## src/sv/tcsr_pkg.sv

```systemverilog
package tcsr_pkg;

   localparam int SAMPLE_WIDTH = 32;
   localparam int SUM_WIDTH = 64;
   localparam int PREC_WIDTH = 16;
   localparam int T_WIDTH = 16;
   localparam int COUNT_WIDTH_DEFAULT = 32;
   localparam logic [PREC_WIDTH-1:0] PREC_RESET = 16'd1229;
   localparam logic [T_WIDTH-1:0] T_FAR = 16'd8036;

   // t in q4.12 for df 1..40
   function automatic logic [T_WIDTH-1:0] t_small(input logic [5:0] df);
      logic [T_WIDTH-1:0] r;
      begin
         case (df)
            6'd1: r = 16'd52044;  6'd2: r = 16'd17625;  6'd3: r = 16'd13033;
            6'd4: r = 16'd11370;  6'd5: r = 16'd10531;  6'd6: r = 16'd10023;
            6'd7: r = 16'd9687;   6'd8: r = 16'd9445;   6'd9: r = 16'd9265;
            6'd10: r = 16'd9126;  6'd11: r = 16'd9015;  6'd12: r = 16'd8925;
            6'd13: r = 16'd8847;  6'd14: r = 16'd8786;  6'd15: r = 16'd8729;
            6'd16: r = 16'd8684;  6'd17: r = 16'd8643;  6'd18: r = 16'd8606;
            6'd19: r = 16'd8573;  6'd20: r = 16'd8544;  6'd21: r = 16'd8520;
            6'd22: r = 16'd8495;  6'd23: r = 16'd8475;  6'd24: r = 16'd8454;
            6'd25: r = 16'd8438;  6'd26: r = 16'd8421;  6'd27: r = 16'd8405;
            6'd28: r = 16'd8389;  6'd29: r = 16'd8376;  6'd30: r = 16'd8364;
            6'd31: r = 16'd8356;  6'd32: r = 16'd8344;  6'd33: r = 16'd8335;
            6'd34: r = 16'd8323;  6'd35: r = 16'd8315;  6'd36: r = 16'd8307;
            6'd37: r = 16'd8298;  6'd38: r = 16'd8290;  6'd39: r = 16'd8286;
            6'd40: r = 16'd8278;
            default: r = '0;
         endcase
         return r;
      end
   endfunction

   typedef struct packed {
      logic [9:0] lo_df;
      logic [9:0] dx;
      logic [10:0] lo_m;
      logic [10:0] hi_m;
   } seg_type;

   function automatic seg_type t_seg(input logic [9:0] df);
      seg_type s;
      begin
         if (df <= 10'd45) s = '{10'd40, 10'd5, 11'd2021, 11'd2014};
         else if (df <= 10'd50) s = '{10'd45, 10'd5, 11'd2014, 11'd2009};
         else if (df <= 10'd55) s = '{10'd50, 10'd5, 11'd2009, 11'd2004};
         else if (df <= 10'd60) s = '{10'd55, 10'd5, 11'd2004, 11'd2000};
         else if (df <= 10'd70) s = '{10'd60, 10'd10, 11'd2000, 11'd1994};
         else if (df <= 10'd80) s = '{10'd70, 10'd10, 11'd1994, 11'd1990};
         else if (df <= 10'd90) s = '{10'd80, 10'd10, 11'd1990, 11'd1987};
         else if (df <= 10'd100) s = '{10'd90, 10'd10, 11'd1987, 11'd1984};
         else if (df <= 10'd150) s = '{10'd100, 10'd50, 11'd1984, 11'd1976};
         else if (df <= 10'd200) s = '{10'd150, 10'd50, 11'd1976, 11'd1972};
         else if (df <= 10'd250) s = '{10'd200, 10'd50, 11'd1972, 11'd1969};
         else if (df <= 10'd300) s = '{10'd250, 10'd50, 11'd1969, 11'd1968};
         else if (df <= 10'd400) s = '{10'd300, 10'd100, 11'd1968, 11'd1966};
         else if (df <= 10'd500) s = '{10'd400, 10'd100, 11'd1966, 11'd1965};
         else if (df <= 10'd600) s = '{10'd500, 10'd100, 11'd1965, 11'd1964};
         else if (df <= 10'd700) s = '{10'd600, 10'd100, 11'd1964, 11'd1963};
         else if (df <= 10'd800) s = '{10'd700, 10'd100, 11'd1963, 11'd1963};
         else if (df <= 10'd900) s = '{10'd800, 10'd100, 11'd1963, 11'd1963};
         else s = '{10'd900, 10'd100, 11'd1963, 11'd1962};
         return s;
      end
   endfunction

endpackage

```

## src/sv/tcsr_if.sv

```systemverilog
interface tcsr_req_if;
   logic valid;
   logic ready;
   logic signed [tcsr_pkg::SAMPLE_WIDTH-1:0] sample_value;
   modport source (output valid, output sample_value, input ready);
   modport sink (input valid, input sample_value, output ready);
endinterface

interface tcsr_rsp_if;
   logic valid;
   logic ready;
   logic keep_sampling;
   logic signed [31:0] running_mean;
   logic [31:0] samples_taken;
   logic [tcsr_pkg::T_WIDTH-1:0] t_value;
   modport source (output valid, output keep_sampling, output running_mean,
                   output samples_taken, output t_value, input ready);
   modport sink (input valid, input keep_sampling, input running_mean,
                 input samples_taken, input t_value, output ready);
endinterface

```

## src/sv/t_confidence_stopping_rule.sv

```systemverilog
// flow: request taken in S_IDLE, sum updated in S_SUM, serial units started in S_START,
//   response registered from S_WAIT once the mean divide, p^2*n and t^2 are all done
// one sample at a time, paced by the 64-step serial mean divider (t interpolation, p^2*n
//   and t^2 run alongside it); a stalled response holds the block; the next request is
//   taken in the cycle after the response transaction
// reset: synchronous active high; clears sum, count, differ flag, sets precision to 1229
module t_confidence_stopping_rule #(
   parameter int COUNT_WIDTH = tcsr_pkg::COUNT_WIDTH_DEFAULT
) (
   input  logic                               clock,
   input  logic                               reset,
   tcsr_req_if.sink                           req,
   tcsr_rsp_if.source                         rsp,
   input  logic                               csr_write_enable,
   input  logic [tcsr_pkg::PREC_WIDTH-1:0]    csr_write_data
);
   typedef enum logic [2:0] {S_IDLE, S_SUM, S_START, S_WAIT, S_OUT} state_type;

   localparam logic [COUNT_WIDTH-1:0] CNT_MAX = '1;

   state_type state_ff;
   logic [tcsr_pkg::PREC_WIDTH-1:0] prec_ff;
   logic signed [63:0] sum_ff;
   logic [COUNT_WIDTH-1:0] cnt_ff;
   logic [31:0] first_ff;
   logic differ_ff;
   logic signed [31:0] x_ff;
   logic neg_ff;
   logic [tcsr_pkg::T_WIDTH-1:0] t_ff;
   logic [63:0] q_ff, p2n_ff;
   logic [31:0] tt_ff;
   logic tdone_ff, ddone_ff, pdone_ff, sqgo_ff, sqdone_ff;

   logic signed [64:0] sum_wide;
   logic [63:0] mag;
   logic [31:0] df;
   logic start_calc, start_t, start_sq, all_done;
   logic div_done, tdiv_done, p2_done, p2n_done, sq_done;
   logic [63:0] quot;
   logic [15:0] tdiv_q;
   logic [31:0] p2;
   logic [32+COUNT_WIDTH-1:0] p2n_full;
   logic [31:0] tsq;
   logic [15:0] t_pick;
   logic [31:0] mean_sat;

   // sum update with signed saturation, taken from the widened sum
   assign sum_wide = 65'(sum_ff) + 65'(x_ff);
   assign mag = sum_ff[63] ? (64'd0 - sum_ff) : sum_ff;
   // degrees of freedom in 32 bits whatever the count width
   assign df = 32'(cnt_ff) - 32'd1;
   assign start_calc = (state_ff == S_START);
   // t^2 starts once t is settled, from the table or the interpolation divide
   assign start_sq = (state_ff == S_WAIT) && tdone_ff && !sqgo_ff;
   assign all_done = ddone_ff && pdone_ff && sqdone_ff;
   assign req.ready = (state_ff == S_IDLE);

   // t: zero for a count of 0 or 1, table below 41, constant above 1000, else serial interpolation divide
   always_comb begin
      t_pick = '0;
      start_t = 1'b0;
      if (cnt_ff <= COUNT_WIDTH'(1)) t_pick = '0;
      else if (df <= 32'd40) t_pick = tcsr_pkg::t_small(df[5:0]);
      else if (df > 32'd1000) t_pick = tcsr_pkg::T_FAR;
      else start_t = 1'b1;
   end

   tcsr_div #(.COUNT_WIDTH(COUNT_WIDTH)) u_div (
      .clock(clock), .reset(reset), .start(start_calc), .dividend(mag),
      .divisor(cnt_ff), .done(div_done), .quotient(quot));

   tcsr_tdiv u_tdiv (
      .clock(clock), .reset(reset), .start(start_calc && start_t),
      .df(df[9:0]), .done(tdiv_done), .t_q(tdiv_q));

   // p^2 then p^2 * n
   tcsr_mul #(.AW(16), .BW(16)) u_p2 (
      .clock(clock), .reset(reset), .start(start_calc), .a(prec_ff), .b(prec_ff),
      .done(p2_done), .product(p2));

   tcsr_mul #(.AW(32), .BW(COUNT_WIDTH)) u_p2n (
      .clock(clock), .reset(reset), .start(p2_done), .a(p2), .b(cnt_ff),
      .done(p2n_done), .product(p2n_full));

   // t^2
   tcsr_mul #(.AW(16), .BW(16)) u_tsq (
      .clock(clock), .reset(reset), .start(start_sq), .a(t_ff), .b(t_ff),
      .done(sq_done), .product(tsq));

   // saturated signed mean
   always_comb begin
      if (neg_ff) mean_sat = (q_ff > 64'h8000_0000) ? 32'h8000_0000 : 32'(64'd0 - q_ff);
      else mean_sat = (q_ff > 64'h7FFF_FFFF) ? 32'h7FFF_FFFF : q_ff[31:0];
   end

   always_ff @(posedge clock) begin
      if (reset) begin
         state_ff <= S_IDLE;
         prec_ff <= tcsr_pkg::PREC_RESET;
         sum_ff <= '0;
         cnt_ff <= '0;
         differ_ff <= 1'b0;
         rsp.valid <= 1'b0;
         tdone_ff <= 1'b0; ddone_ff <= 1'b0; pdone_ff <= 1'b0;
         sqgo_ff <= 1'b0; sqdone_ff <= 1'b0;
      end else begin
         if (csr_write_enable) prec_ff <= csr_write_data;
         case (state_ff)
            S_IDLE: begin
               // request transaction: first sample, differ flag and count
               if (req.valid) begin
                  x_ff <= req.sample_value;
                  if (cnt_ff == '0) first_ff <= req.sample_value;
                  else if (req.sample_value != first_ff) differ_ff <= 1'b1;
                  if (cnt_ff != CNT_MAX) cnt_ff <= cnt_ff + COUNT_WIDTH'(1);
                  state_ff <= S_SUM;
               end
            end
            S_SUM: begin
               // saturate when the 65-bit sum leaves the signed 64-bit range
               if (sum_wide[64] != sum_wide[63])
                  sum_ff <= sum_wide[64] ? {1'b1, 63'd0} : {1'b0, {63{1'b1}}};
               else
                  sum_ff <= sum_wide[63:0];
               state_ff <= S_START;
            end
            S_START: begin
               // serial units start on the updated sum and count
               neg_ff <= sum_ff[63];
               t_ff <= t_pick;
               tdone_ff <= !start_t;
               ddone_ff <= 1'b0; pdone_ff <= 1'b0; sqgo_ff <= 1'b0; sqdone_ff <= 1'b0;
               state_ff <= S_WAIT;
            end
            S_WAIT: begin
               if (tdiv_done) begin
                  t_ff <= tdiv_q; tdone_ff <= 1'b1;
               end
               if (start_sq) sqgo_ff <= 1'b1;
               if (sq_done) begin
                  tt_ff <= tsq; sqdone_ff <= 1'b1;
               end
               if (div_done) begin
                  q_ff <= quot; ddone_ff <= 1'b1;
               end
               if (p2n_done) begin
                  p2n_ff <= 64'(p2n_full); pdone_ff <= 1'b1;
               end
               if (all_done) begin
                  rsp.valid <= 1'b1;
                  rsp.samples_taken <= 32'(cnt_ff);
                  rsp.t_value <= t_ff;
                  rsp.running_mean <= mean_sat;
                  // few samples keep going, equal samples stop, else t^2 > p^2*n
                  if (cnt_ff <= COUNT_WIDTH'(1)) rsp.keep_sampling <= 1'b1;
                  else if (!differ_ff) rsp.keep_sampling <= 1'b0;
                  else rsp.keep_sampling <= ({32'd0, tt_ff} > p2n_ff);
                  state_ff <= S_OUT;
               end
            end
            S_OUT: begin
               // hold the response transaction until it is taken
               if (rsp.ready) begin
                  rsp.valid <= 1'b0;
                  state_ff <= S_IDLE;
               end
            end
            default: state_ff <= S_IDLE;
         endcase
      end
   end
endmodule

```

## src/sv/tcsr_div.sv

```systemverilog
// restoring divider, one quotient bit per cycle, 64 / count
module tcsr_div #(
   parameter int COUNT_WIDTH = tcsr_pkg::COUNT_WIDTH_DEFAULT
) (
   input  logic                   clock,
   input  logic                   reset,
   input  logic                   start,
   input  logic [63:0]            dividend,
   input  logic [COUNT_WIDTH-1:0] divisor,
   output logic                   done,
   output logic [63:0]            quotient
);
   logic [63:0] quo_ff, quo_in;
   logic [COUNT_WIDTH:0] rem_ff, rem_in;
   logic [COUNT_WIDTH-1:0] dvs_ff, dvs_in;
   logic [6:0] cnt_ff, cnt_in;
   logic busy_ff, busy_in, done_ff, done_in;
   logic [COUNT_WIDTH+1:0] trial;

   always_comb begin
      quo_in = quo_ff; rem_in = rem_ff; dvs_in = dvs_ff;
      cnt_in = cnt_ff; busy_in = busy_ff; done_in = 1'b0;
      trial = {rem_ff, quo_ff[63]} - {2'b00, dvs_ff};
      if (start) begin
         quo_in = dividend; rem_in = '0; dvs_in = divisor;
         cnt_in = 7'd64; busy_in = 1'b1;
      end else if (busy_ff) begin
         if (!trial[COUNT_WIDTH+1]) begin
            rem_in = trial[COUNT_WIDTH:0];
            quo_in = {quo_ff[62:0], 1'b1};
         end else begin
            rem_in = {rem_ff[COUNT_WIDTH-1:0], quo_ff[63]};
            quo_in = {quo_ff[62:0], 1'b0};
         end
         cnt_in = cnt_ff - 7'd1;
         if (cnt_ff == 7'd1) begin
            busy_in = 1'b0; done_in = 1'b1;
         end
      end
   end

   always_ff @(posedge clock) begin
      quo_ff <= quo_in; rem_ff <= rem_in; dvs_ff <= dvs_in; cnt_ff <= cnt_in;
      if (reset) begin
         busy_ff <= 1'b0; done_ff <= 1'b0;
      end else begin
         busy_ff <= busy_in; done_ff <= done_in;
      end
   end

   assign done = done_ff;
   assign quotient = quo_ff;
endmodule

```

## src/sv/tcsr_mul.sv

```systemverilog
// shift-add multiplier, one multiplier bit per cycle
module tcsr_mul #(
   parameter int AW = 32,
   parameter int BW = 32
) (
   input  logic             clock,
   input  logic             reset,
   input  logic             start,
   input  logic [AW-1:0]    a,
   input  logic [BW-1:0]    b,
   output logic             done,
   output logic [AW+BW-1:0] product
);
   localparam int CW = $clog2(BW + 1);
   logic [AW+BW-1:0] acc_ff, acc_in, a_ff, a_in;
   logic [BW-1:0] b_ff, b_in;
   logic [CW-1:0] cnt_ff, cnt_in;
   logic busy_ff, busy_in, done_ff, done_in;

   always_comb begin
      acc_in = acc_ff; a_in = a_ff; b_in = b_ff;
      cnt_in = cnt_ff; busy_in = busy_ff; done_in = 1'b0;
      if (start) begin
         acc_in = '0; a_in = {{BW{1'b0}}, a}; b_in = b;
         cnt_in = CW'(BW); busy_in = 1'b1;
      end else if (busy_ff) begin
         if (b_ff[0]) acc_in = acc_ff + a_ff;
         a_in = {a_ff[AW+BW-2:0], 1'b0};
         b_in = b_ff >> 1;
         cnt_in = cnt_ff - CW'(1);
         if (cnt_ff == CW'(1)) begin
            busy_in = 1'b0; done_in = 1'b1;
         end
      end
   end

   always_ff @(posedge clock) begin
      acc_ff <= acc_in; a_ff <= a_in; b_ff <= b_in; cnt_ff <= cnt_in;
      if (reset) begin
         busy_ff <= 1'b0; done_ff <= 1'b0;
      end else begin
         busy_ff <= busy_in; done_ff <= done_in;
      end
   end

   assign done = done_ff;
   assign product = acc_ff;
endmodule

```

## src/sv/tcsr_tdiv.sv

```systemverilog
// interpolated t: (num*4096 + den/2) / den, one quotient bit per cycle
module tcsr_tdiv (
   input  logic        clock,
   input  logic        reset,
   input  logic        start,
   input  logic [9:0]  df,
   output logic        done,
   output logic [15:0] t_q
);
   tcsr_pkg::seg_type seg;
   logic [31:0] dvd_ff, dvd_in;
   logic [17:0] den_ff, den_in;
   logic [18:0] rem_ff, rem_in;
   logic [5:0] cnt_ff, cnt_in;
   logic busy_ff, busy_in, done_ff, done_in;
   logic [19:0] trial;
   logic [19:0] num;
   logic [17:0] den;

   always_comb begin
      seg = tcsr_pkg::t_seg(df);
      den = 18'(seg.dx) * 18'd1000;
      num = 20'(seg.lo_m) * 20'(seg.dx)
          - 20'(seg.lo_m - seg.hi_m) * 20'(df - seg.lo_df);
      dvd_in = dvd_ff; den_in = den_ff; rem_in = rem_ff;
      cnt_in = cnt_ff; busy_in = busy_ff; done_in = 1'b0;
      trial = {rem_ff, dvd_ff[31]} - {2'b00, den_ff};
      if (start) begin
         dvd_in = {num, 12'd0} + 32'(den[17:1]);
         den_in = den; rem_in = '0; cnt_in = 6'd32; busy_in = 1'b1;
      end else if (busy_ff) begin
         if (!trial[19]) begin
            rem_in = trial[18:0]; dvd_in = {dvd_ff[30:0], 1'b1};
         end else begin
            rem_in = {rem_ff[17:0], dvd_ff[31]}; dvd_in = {dvd_ff[30:0], 1'b0};
         end
         cnt_in = cnt_ff - 6'd1;
         if (cnt_ff == 6'd1) begin
            busy_in = 1'b0; done_in = 1'b1;
         end
      end
   end

   always_ff @(posedge clock) begin
      dvd_ff <= dvd_in; den_ff <= den_in; rem_ff <= rem_in; cnt_ff <= cnt_in;
      if (reset) begin
         busy_ff <= 1'b0; done_ff <= 1'b0;
      end else begin
         busy_ff <= busy_in; done_ff <= done_in;
      end
   end

   assign done = done_ff;
   assign t_q = dvd_ff[15:0];
endmodule

```

## src/flat_wrapper.sv

```systemverilog
// flat-port wrapper written by rule: the top's interface ports become plain ports
module t_confidence_stopping_rule_flat 
#(
   parameter int COUNT_WIDTH = tcsr_pkg::COUNT_WIDTH_DEFAULT
)
  (clock, reset, csr_write_enable, csr_write_data, req_valid, req_sample_value, req_ready, rsp_valid, rsp_keep_sampling, rsp_running_mean, rsp_samples_taken, rsp_t_value, rsp_ready);
  tcsr_req_if req_i ();
  tcsr_rsp_if rsp_i ();
  input  logic clock;
  input  logic reset;
  input  logic csr_write_enable;
  input  logic [tcsr_pkg::PREC_WIDTH-1:0] csr_write_data;
  input wire logic [$bits(req_i.valid)-1:0] req_valid;
  input wire logic [$bits(req_i.sample_value)-1:0] req_sample_value;
  output wire logic [$bits(req_i.ready)-1:0] req_ready;
  output wire logic [$bits(rsp_i.valid)-1:0] rsp_valid;
  output wire logic [$bits(rsp_i.keep_sampling)-1:0] rsp_keep_sampling;
  output wire logic [$bits(rsp_i.running_mean)-1:0] rsp_running_mean;
  output wire logic [$bits(rsp_i.samples_taken)-1:0] rsp_samples_taken;
  output wire logic [$bits(rsp_i.t_value)-1:0] rsp_t_value;
  input wire logic [$bits(rsp_i.ready)-1:0] rsp_ready;
  assign req_i.valid = req_valid;
  assign req_i.sample_value = req_sample_value;
  assign req_ready = req_i.ready;
  assign rsp_valid = rsp_i.valid;
  assign rsp_keep_sampling = rsp_i.keep_sampling;
  assign rsp_running_mean = rsp_i.running_mean;
  assign rsp_samples_taken = rsp_i.samples_taken;
  assign rsp_t_value = rsp_i.t_value;
  assign rsp_i.ready = rsp_ready;
  t_confidence_stopping_rule #(.COUNT_WIDTH(COUNT_WIDTH)) u_core (.clock(clock), .reset(reset), .req(req_i), .rsp(rsp_i), .csr_write_enable(csr_write_enable), .csr_write_data(csr_write_data));
endmodule
```

## config.mk

```make
export PLATFORM = sky130hd
export DESIGN_NAME = t_confidence_stopping_rule_flat
export DESIGN_NICKNAME = d
export VERILOG_FILES = /design/src/sv/tcsr_pkg.sv /design/src/sv/tcsr_if.sv /design/src/sv/t_confidence_stopping_rule.sv /design/src/sv/tcsr_div.sv /design/src/sv/tcsr_mul.sv /design/src/sv/tcsr_tdiv.sv /design/src/flat_wrapper.sv
export SDC_FILE = /design/constraint.sdc
export NUM_CORES = 2
export LEC_CHECK = 0
export BUFFER_PORTS_ARGS = -buffer_cell sky130_fd_sc_hd__buf_2
export CAP_MARGIN = 0
export CELL_PAD_IN_SITES_DETAIL_PLACEMENT = 1
export CELL_PAD_IN_SITES_GLOBAL_PLACEMENT = 1
export CORE_MARGIN = 3
export CORE_UTILIZATION = 50
export DETAILED_ROUTE_END_ITERATION = 10
export PLACE_DENSITY_LB_ADDON = 0.15
export SYNTH_ARGS = -nofsm -noshare
export SYNTH_HDL_FRONTEND = slang
export SYNTH_SLANG_ARGS = --single-unit
```

## constraint.sdc

```tcl
create_clock -name clock -period 14.15 [get_ports clock]
set_input_delay 1.415 -clock clock [delete_from_list [all_inputs] [get_ports clock]]
set_output_delay 1.415 -clock clock [all_outputs]
set_load 0.01 [all_outputs]
```

## Word level (Yosys, flattened, before mapping)

Memories as Yosys holds them, arrays and structs flattened.
Cells that the tools add are included.

- Add/subtract/negate cells: 19
- Multiply operators: 3
- $lt $le $gt $ge: 24
- Eq/ne operators: 20
- Muxes and demuxes: 90
- Bitwise operators: 7
- Reductions and logical operators: 41

Operators by type and width:

| kind | number |
|---|---|
| two-way mux 42 bit | 15 |
| two-way mux 64 bit | 5 |
| two-way mux 32 bit | 9 |
| two-way mux 16 bit | 11 |
| two-way mux 41 bit | 2 |
| adder 64 x 32 -> 65 bit | 1 |
| adder 32 bit | 2 |
| adder 64 bit | 1 |
| greater-than comparator 32 x 64 -> 1 bit | 1 |
| greater-than comparator 64 x 31 -> 1 bit (second input constant) | 1 |
| greater-than comparator 64 x 32 -> 1 bit (second input constant) | 1 |
| subtractor 1 x 64 -> 64 bit (first input constant) | 1 |
| <= comparator 10 bit (second input constant) | 4 |
| <= comparator 10 x 6 -> 1 bit (second input constant) | 4 |
| <= comparator 10 x 7 -> 1 bit (second input constant) | 4 |
| two-way mux 40 bit | 1 |
| subtractor 34 x 32 -> 34 bit | 1 |
| two-way mux 1 bit | 33 |
| two-way mux 33 bit | 1 |
| adder 32 x 1 -> 32 bit (second input constant) | 1 |
| adder 32 x 17 -> 32 bit | 1 |
| greater-than comparator 32 x 10 -> 1 bit (second input constant) | 1 |
| <= comparator 32 x 1 -> 1 bit (second input constant) | 1 |
| <= comparator 32 x 6 -> 1 bit (second input constant) | 1 |
| 41 further kinds | 101 |

- Register bits after elaboration: 998
- ROM bits: 1,024
- Input port bits: 53
- Output and inout port bits: 83
- Logic and storage cells: 260
- Memories kept: 1

Memory list:

| memory | words | bits a word | read ports | clocked after memory_dff | write ports | line | RTL |
|---|---|---|---|---|---|---|---|
| (no name shown) | 64 | 16 | 1 | 0 | 0 | tcsr_pkg.sv:15 | `case (df)` |

## Logic depth before layout (Yosys ltp)

- Depth after elaboration: 25
- Gate-level depth with buffers: 50
- Depth with buffers taken out: 46

## Hierarchy

Synthesis repeated with hierarchy kept, for this count alone.

- Cell total of the unflattened synthesis: 6,636
- Area, all modules: 65,013.6 um^2

By module, submodules not included:

| module | instances | cells each | area an instance (um^2) | seq. area each (um^2) |
|---|---|---|---|---|
| t_confidence_stopping_rule | 1 | 2,259 | 23,372.4 | 12,111.6 |
| tcsr_tdiv | 1 | 1,562 | 14,004.7 | 1,951.9 |
| tcsr_mul (u_core.u_p2n) | 1 | 1,107 | 10,152.2 | 4,003.8 |
| tcsr_div | 1 | 617 | 7,257.0 | 3,723.6 |
| tcsr_mul (u_core.u_tsq) | 1 | 560 | 5,177.5 | 2,062.0 |
| tcsr_mul (u_core.u_p2) | 1 | 531 | 5,049.8 | 2,062.0 |

## Worst setup path before layout

Ideal clock, no wire load.

- Path kind: reg2reg
- From: register u_core.cnt_ff[1]
- To: register u_core.u_tdiv.dvd_ff[31] (data pin)
- Setup time: 260 ps
- Arrival: 11,215 ps
- Required time: 13,890 ps
- Setup slack: 2,675 ps
- Cell stages (with the launch flop): 45
- Path buffers: 3
- Clock period less this slack: 11,475 ps
- Path through: dfxtp_1 > clkbuf_1 > clkinv_1 > ha_1 > clkbuf_1 > nor3b_1 > xnor2_1 > inv_1 > clkbuf_1 > o21ai_0 > a31oi_1 > nor2_1 > nor2_1 > a21o_1 > nand2_1 > a21oi_1 > o22ai_1 > ha_1 > (+9 left out) > fa_1 > fa_1 > fa_1 > fa_1 > fa_1 > inv_1 > fa_1 > inv_1 > ha_1 > and3_1 > a211o_1 > o21ai_1 > o2111ai_1 > a21oi_1 > xnor2_1 > nand3_1 > xnor2_1 > mux2_2

- Word-level cells in the longest chain between the ends: 25
- Elaborated cells between the ends (all ways): 52
- Classes of those cells: 5 x add/sub; 3 x mul; 21 x order compare; 22 x mux; 1 x reduce/logical

Ends and longest elaborated chain:

| what | line | RTL |
|---|---|---|
| start, declared | t_confidence_stopping_rule.sv:24 | `logic [COUNT_WIDTH-1:0] cnt_ff;` |
| start signal, assigned | t_confidence_stopping_rule.sv:115 | `if (cnt_ff != CNT_MAX) cnt_ff <= cnt_ff + COUNT_WIDTH'(1);` |
| subtractor 32 x 1 -> 32 bit | t_confidence_stopping_rule.sv:51 | `assign df = 32'(cnt_ff) - 32'd1;` |
| <= comparator 10 bit | tcsr_pkg.sv:63 | `else if (df <= 10'd900) s = '{10'd800, 10'd100, 11'd1963, 11'd1963};` |
| two-way mux 40 bit | tcsr_pkg.sv:63 |  |
| two-way mux 41 bit | tcsr_pkg.sv:62 | `else if (df <= 10'd800) s = '{10'd700, 10'd100, 11'd1963, 11'd1963};` |
| two-way mux 41 bit | tcsr_pkg.sv:61 | `else if (df <= 10'd700) s = '{10'd600, 10'd100, 11'd1964, 11'd1963};` |
| two-way mux 42 bit | tcsr_pkg.sv:60 | `else if (df <= 10'd600) s = '{10'd500, 10'd100, 11'd1965, 11'd1964};` |
| two-way mux 42 bit | tcsr_pkg.sv:59 | `else if (df <= 10'd500) s = '{10'd400, 10'd100, 11'd1966, 11'd1965};` |
| two-way mux 42 bit | tcsr_pkg.sv:58 | `else if (df <= 10'd400) s = '{10'd300, 10'd100, 11'd1968, 11'd1966};` |
| (+10 left out) | - |  |
| two-way mux 42 bit | tcsr_pkg.sv:47 | `else if (df <= 10'd50) s = '{10'd45, 10'd5, 11'd2014, 11'd2009};` |
| two-way mux 42 bit | tcsr_pkg.sv:46 | `if (df <= 10'd45) s = '{10'd40, 10'd5, 11'd2021, 11'd2014};` |
| subtractor 11 x 11 -> 12 bit or subtractor 10 x 10 -> 11 bit (tied branches) | tcsr_tdiv.sv:24 | `- 20'(seg.lo_m - seg.hi_m) * 20'(df - seg.lo_df);` |
| multiplier 12 x 11 -> 20 bit | tcsr_tdiv.sv:24 |  |
| subtractor 20 bit | tcsr_tdiv.sv:24 |  |
| adder 32 x 17 -> 32 bit | tcsr_tdiv.sv:29 | `dvd_in = {num, 12'd0} + 32'(den[17:1]);` |
| two-way mux 32 bit (*) | tcsr_tdiv.sv:28 | `if (start) begin` |
| via u_core.u_tdiv.dvd_in[31] | tcsr_tdiv.sv:11 | `logic [31:0] dvd_ff, dvd_in;` |
| end signal, assigned | tcsr_tdiv.sv:45 | `dvd_ff <= dvd_in; den_ff <= den_in; rem_ff <= rem_in; cnt_ff <= cnt_in;` |
| end, declared | tcsr_tdiv.sv:11 |  |

The timed path passes the listed nets; every way through them passes the cells marked *.
A chain may end at the register's enable or synchronous reset.

## Worst setup path after layout

- From: register u_core.cnt_ff[0]
- To: register u_core.u_tdiv.dvd_ff[31] (data pin)

- Word-level cells in the longest chain between the ends: 25
- Elaborated cells between the ends (all ways): 52
- Classes of those cells: 5 x add/sub; 3 x mul; 21 x order compare; 22 x mux; 1 x reduce/logical

Ends and longest elaborated chain:

| what | line | RTL |
|---|---|---|
| subtractor 32 x 1 -> 32 bit (*) | t_confidence_stopping_rule.sv:51 |  |
| via u_core.df[0] | t_confidence_stopping_rule.sv:36 | `logic [31:0] df;` |
| <= comparator 10 bit | tcsr_pkg.sv:63 |  |
| two-way mux 40 bit | tcsr_pkg.sv:63 |  |
| two-way mux 41 bit | tcsr_pkg.sv:62 |  |
| two-way mux 41 bit | tcsr_pkg.sv:61 |  |
| two-way mux 42 bit | tcsr_pkg.sv:60 |  |
| two-way mux 42 bit | tcsr_pkg.sv:59 |  |
| (+11 left out) | - |  |
| two-way mux 42 bit | tcsr_pkg.sv:47 |  |
| two-way mux 42 bit | tcsr_pkg.sv:46 |  |
| subtractor 11 x 11 -> 12 bit or subtractor 10 x 10 -> 11 bit (tied branches) | tcsr_tdiv.sv:24 |  |
| multiplier 12 x 11 -> 20 bit | tcsr_tdiv.sv:24 |  |
| subtractor 20 bit | tcsr_tdiv.sv:24 |  |
| adder 32 x 17 -> 32 bit | tcsr_tdiv.sv:29 |  |
| two-way mux 32 bit (*) | tcsr_tdiv.sv:28 |  |
| via u_core.u_tdiv.dvd_in[31] | tcsr_tdiv.sv:11 |  |

Marked as above.

==> metrics.md <==
| Metric | Value |
|---|---|
| Result of the run | `finished, final reports clean` |
| Remaining global-route overflow | `0` |
| Avg WL per Cell | `21.45 µm` |
| Horizontal die dimension | `359.5 µm` |
| RSZ-0062 raised after global routing | `no` |
| Worst R2R Start | `u_core.cnt_ff[0]$_SDFFE_PP0P_` |
| Placed insts | `8086` |
| Latest clock arrival within the worst-skew pair | `0.74 ns` |
| Area occupied by multi-input gates | `33740 µm²` |
| Number of vias in the routed layout | `48680` |
| Element type at the critical path start | `flip-flop` |
| Placeable core area | `123800 µm²` |
| GRT Total Usage | `0.2732` |
| WP data required | `14.61 ns` |
| Global-route wire length before repair | `285400 µm` |
| Maximum cell stage delay along the critical path | `0.70 ns` |
| Synthesized netlist cell count | `6522` |
| Final period utilization | `0.9153` |
| Class of the tightest hold or removal check | `flip-flop to flip-flop` |
| Sequential cell area | `25920 µm²` |
| Clock buffer count from CTS | `110` |
| Antenna viol nets, final | `0` |
| RePlAce Congestion | `0.9091` |
| Number of enable flip-flop cells after synthesis | `593` |
| Clock sinks | `998` |
| First-pass iteration count of the detailed router | `6` |
| Post-cts resize count | `0` |
| Reg2reg setup slack | `1.20 ns` |
| I/O Buffers | `135` |
| Cell type of the slowest stage on the worst timing path | `sky130_fd_sc_hd__xor2_1` |
| Kind of critical path | `flip-flop to flip-flop` |
| Total setup violations reported at the end of the flow | `0` |
| Number of core rows | `129` |
| Layout Area Growth over Synthesis | `9.598%` |
| Area of the die | `129200 µm²` |
| Cell variety after synth | `95` |
| Placed wire-length estimate after detailed placement | `131000 µm` |
| MaxCap Viol Count | `0` |
| Number of antenna violations at the first check in global routing | `8` |
| Post-synthesis sequential element count | `998` |
| Setup TNS | `0 ns` |
| Post-synthesis instance area | `62470 µm²` |
| Total Routed Length | `178100 µm` |
| Mean instance size in the synthesized netlist | `9.579 µm²` |
| Post-detailed-route DRC marker count | `0` |
| Via count of the first global-routing pass | `51780` |
| Buffers inserted by post-CTS timing repair | `0` |
| Total Nets Final | `7253` |
| Avg Vias per Cell | `5.866` |
| Dominant synthesized flop cell | `sky130_fd_sc_hd__edfxtp_1` |
| Layout cell share with drive strength beyond 1 | `0.07526` |
| CTS hold repair buffers | `0` |
| Detailed router's first-iteration violation count | `3215` |
| Layout fillers | `13860` |
| Pin count of the biggest net entering global routing | `98` |
| Clock root buffer | `sky130_fd_sc_hd__clkbuf_16` |
| Capture point of the worst path | `u_core.u_tdiv.dvd_ff[31]$_DFFE_PP_` |
| Worst Path Max Fanout | `20` |
| Clock Skews | `0.03136 ns` |
| Nature of the critical path endpoint | `flip-flop` |
| Hold WS | `0.4390 ns` |
| CP arrival | `13.41 ns` |
| Post-CTS clock slew at the launch and capture registers of the worst setup and hold paths | `0.07 ns` |
| Post-synthesis sequential area ratio | `0.4148` |
| Final Max Tran Viols | `0` |
| Timing startpoint of the critical path | `u_core.cnt_ff[0]$_SDFFE_PP0P_` |
| Yosys warning total | `0` |
| Final Critical Period | `12.95 ns` |
| Clock buffer depth | `3` |
| Number of primary I/O pins | `136` |
| Reg-to-reg critical path endpoint | `u_core.u_tdiv.dvd_ff[31]$_DFFE_PP_` |
| Async set-or-reset flop fraction in the synthesized netlist | `0` |
| Fmax | `77.21 MHz` |
| Least-Margin Pin Slew | `1.231 ns` |
| TritonCTS clock tree | `yes` |
| Total count of hold-check failures in the final report | `0` |
| Depth of the CTS H-tree | `3` |
| Die height | `359.5 µm` |
| Slew margin rel. | `0.1759` |
| Cell type with the highest occurrence count on the critical path | `sky130_fd_sc_hd__fa_1` |
| Starting density of the core | `0.5046` |
| Final non-filler cell total | `8299` |
| FF-to-FF path depth | `42` |
-- state kept, by name, indices dropped and copies added (netlist names), 33 cells and up --
name / flops
u_core.u_p2n.a_ff: 64
u_core.u_p2n.product: 64
u_core.q_ff: 64
u_core.u_div.quotient: 64
u_core.u_div.rem_ff: 33
u_core.sum_ff: 64
u_core.p2n_ff: 64
-- Yosys cell counts (12+ instances only) --
| library cell | instances | share of area |
|---|---|---|
| sky130_fd_sc_hd__or2_2 | 23 | 0.0023 |
| sky130_fd_sc_hd__clkbuf_1 | 230 | 0.014 |
| sky130_fd_sc_hd__xnor2_1 | 220 | 0.031 |
| sky130_fd_sc_hd__nor3_1 | 115 | 0.0092 |
| sky130_fd_sc_hd__buf_1 | 25 | 0.0015 |
| sky130_fd_sc_hd__inv_1 | 494 | 0.030 |
| sky130_fd_sc_hd__o311ai_1 | 25 | 0.0035 |
| sky130_fd_sc_hd__nor4_1 | 36 | 0.0036 |
| sky130_fd_sc_hd__o211ai_1 | 28 | 0.0034 |
| sky130_fd_sc_hd__xor2_1 | 193 | 0.027 |
| sky130_fd_sc_hd__mux2i_1 | 115 | 0.018 |
| sky130_fd_sc_hd__edfxtp_1 | 593 | 0.29 |
| sky130_fd_sc_hd__nand4_1 | 52 | 0.0052 |
| sky130_fd_sc_hd__mux2_2 | 63 | 0.011 |
| sky130_fd_sc_hd__a211oi_1 | 48 | 0.0058 |
| sky130_fd_sc_hd__a22o_1 | 15 | 0.0021 |
| sky130_fd_sc_hd__nand2b_1 | 46 | 0.0046 |
| sky130_fd_sc_hd__and2_1 | 30 | 0.0030 |
| sky130_fd_sc_hd__and3_1 | 43 | 0.0043 |
| sky130_fd_sc_hd__dfxtp_1 | 405 | 0.13 |
| sky130_fd_sc_hd__o41ai_1 | 13 | 0.0018 |
| sky130_fd_sc_hd__nor2_1 | 581 | 0.035 |
| sky130_fd_sc_hd__o21a_1 | 62 | 0.0075 |
| sky130_fd_sc_hd__fa_1 | 203 | 0.065 |
| sky130_fd_sc_hd__a21boi_0 | 14 | 0.0017 |
| sky130_fd_sc_hd__a21o_1 | 140 | 0.017 |
| sky130_fd_sc_hd__o21ai_1 | 61 | 0.0049 |
| sky130_fd_sc_hd__a21oi_1 | 456 | 0.037 |
| sky130_fd_sc_hd__a31oi_1 | 46 | 0.0046 |
| sky130_fd_sc_hd__nand3b_1 | 12 | 0.0014 |
| sky130_fd_sc_hd__o21ai_0 | 304 | 0.024 |
| sky130_fd_sc_hd__a311oi_1 | 12 | 0.0017 |
| sky130_fd_sc_hd__nand3_1 | 102 | 0.0082 |
| sky130_fd_sc_hd__a211o_1 | 16 | 0.0022 |
| sky130_fd_sc_hd__o22ai_1 | 83 | 0.0083 |
| sky130_fd_sc_hd__o21bai_1 | 50 | 0.0060 |
| sky130_fd_sc_hd__nand2_1 | 770 | 0.046 |
| sky130_fd_sc_hd__or3_1 | 63 | 0.0063 |
| sky130_fd_sc_hd__ha_1 | 436 | 0.087 |
| sky130_fd_sc_hd__nor2b_1 | 43 | 0.0043 |
| sky130_fd_sc_hd__nor4b_1 | 17 | 0.0024 |
| sky130_fd_sc_hd__o31ai_1 | 41 | 0.0049 |
-- worst min path at each step --
stage	endpoint	startpoint	cells past startpoint	slack [ns]
2_1_floorplan	u_core.tt_ff[31]$_DFFE_PP_	u_core.u_tsq.product[31]$_SDFFE_PP0P_	0	0.42
3_3_place_gp	u_core.q_ff[33]$_DFFE_PP_	u_core.u_div.quotient[33]$_DFFE_PP_	0	0.43
3_5_place_dp	u_core.q_ff[29]$_DFFE_PP_	u_core.u_div.quotient[29]$_DFFE_PP_	0	0.44
4_1_cts	u_core.q_ff[61]$_DFFE_PP_	u_core.u_div.quotient[61]$_DFFE_PP_	0	0.44
5_1_grt	u_core.q_ff[61]$_DFFE_PP_	u_core.u_div.quotient[61]$_DFFE_PP_	0	0.45
6_report	u_core.q_ff[61]$_DFFE_PP_	u_core.u_div.quotient[61]$_DFFE_PP_	0	0.44
-- through the flow --
step | instance area, µm² | worst slack [ns] | utilization
2_1_floorplan | 62480 | 2.675 | -
3_3_place_gp | 64690 | 1.716 | 0.5225
3_5_place_dp | 64690 | 1.375 | 0.5225
4_1_cts | 68450 | 1.323 | 0.5530
5_1_grt | 68450 | 0.2551 | 0.5530
6_report | 68470 | 1.199 | 0.5531
-- routing by layer --
metal / wire length [µm] / vias up / GRT usage
li1: - / 23110 / -
met4: 6809 / 0 / 0.09811
met2: 87170 / 881 / 0.4749
met3: 6519 / 322 / 0.03274
met1: 77560 / 24360 / 0.3512
met5: 0 / - / 0
-- final cells by class --
| cell class | count | share of cell area |
|---|---|---|
| Tap cell | 1637 | 0.02992 |
| Multi-Input combinational cell | 4762 | 0.4929 |
| Timing Repair Buffer | 191 | 0.01604 |
| Clock inverter | 58 | 0.01029 |
| Inverter | 498 | 0.02734 |
| Sequential cell | 998 | 0.3786 |
| Antenna cell | 5 | 0.0001827 |
| Clock buffer | 150 | 0.04475 |
-- placed cells by master (no fill, tap or decap), drive strengths merged, types with 36 or more instances in the layout --
cell type | netlist | final
edfxtp | 593 | 593
nor3 | 118 | 118
buf | 36 | 191
nor2b | 43 | 43
inv | 496 | 503
o22ai | 83 | 83
o21bai | 50 | 50
a31oi | 46 | 46
nand2 | 770 | 770
nand4 | 52 | 52
clkinv | 2 | 37
mux2i | 115 | 115
dfxtp | 405 | 405
a21o | 140 | 140
xnor2 | 220 | 220
nand2b | 46 | 46
clkbuf | 230 | 150
and3 | 43 | 43
nand3 | 102 | 102
xor2 | 193 | 193
a211oi | 48 | 48
nor4 | 36 | 36
o21a | 62 | 62
o31ai | 42 | 42
fa | 203 | 203
o21ai | 366 | 366
a21oi | 456 | 456
ha | 436 | 436
mux2 | 72 | 72
or3 | 64 | 64
nor2 | 581 | 581
-- worst max-delay path: cells and delay by family (launching register included) --
family	cells	cell delay [ns]
compound gates	12	3.19
xor+xnor	3	0.87
fa+ha+maj	10	4.71
buf+inv	6	1.13
flops	1	0.31
mux	1	0.26
simple gates	10	2.20
-- kinds of logic after synthesis --
logic type / Yosys count / share of synthesized area
other cells: 1 / 0.00006003
mux: 187 / 0.03140
compound gates: 1525 / 0.1526
flops: 998 / 0.4148
simple gates: 1989 / 0.1434
buf+inv: 764 / 0.04627
xor+xnor: 414 / 0.05826
fa+ha+maj: 644 / 0.1532
Power is left out: the tool's default activity adds up to more than one toggle a clock period on the data nets, which glitch-free logic cannot reach.
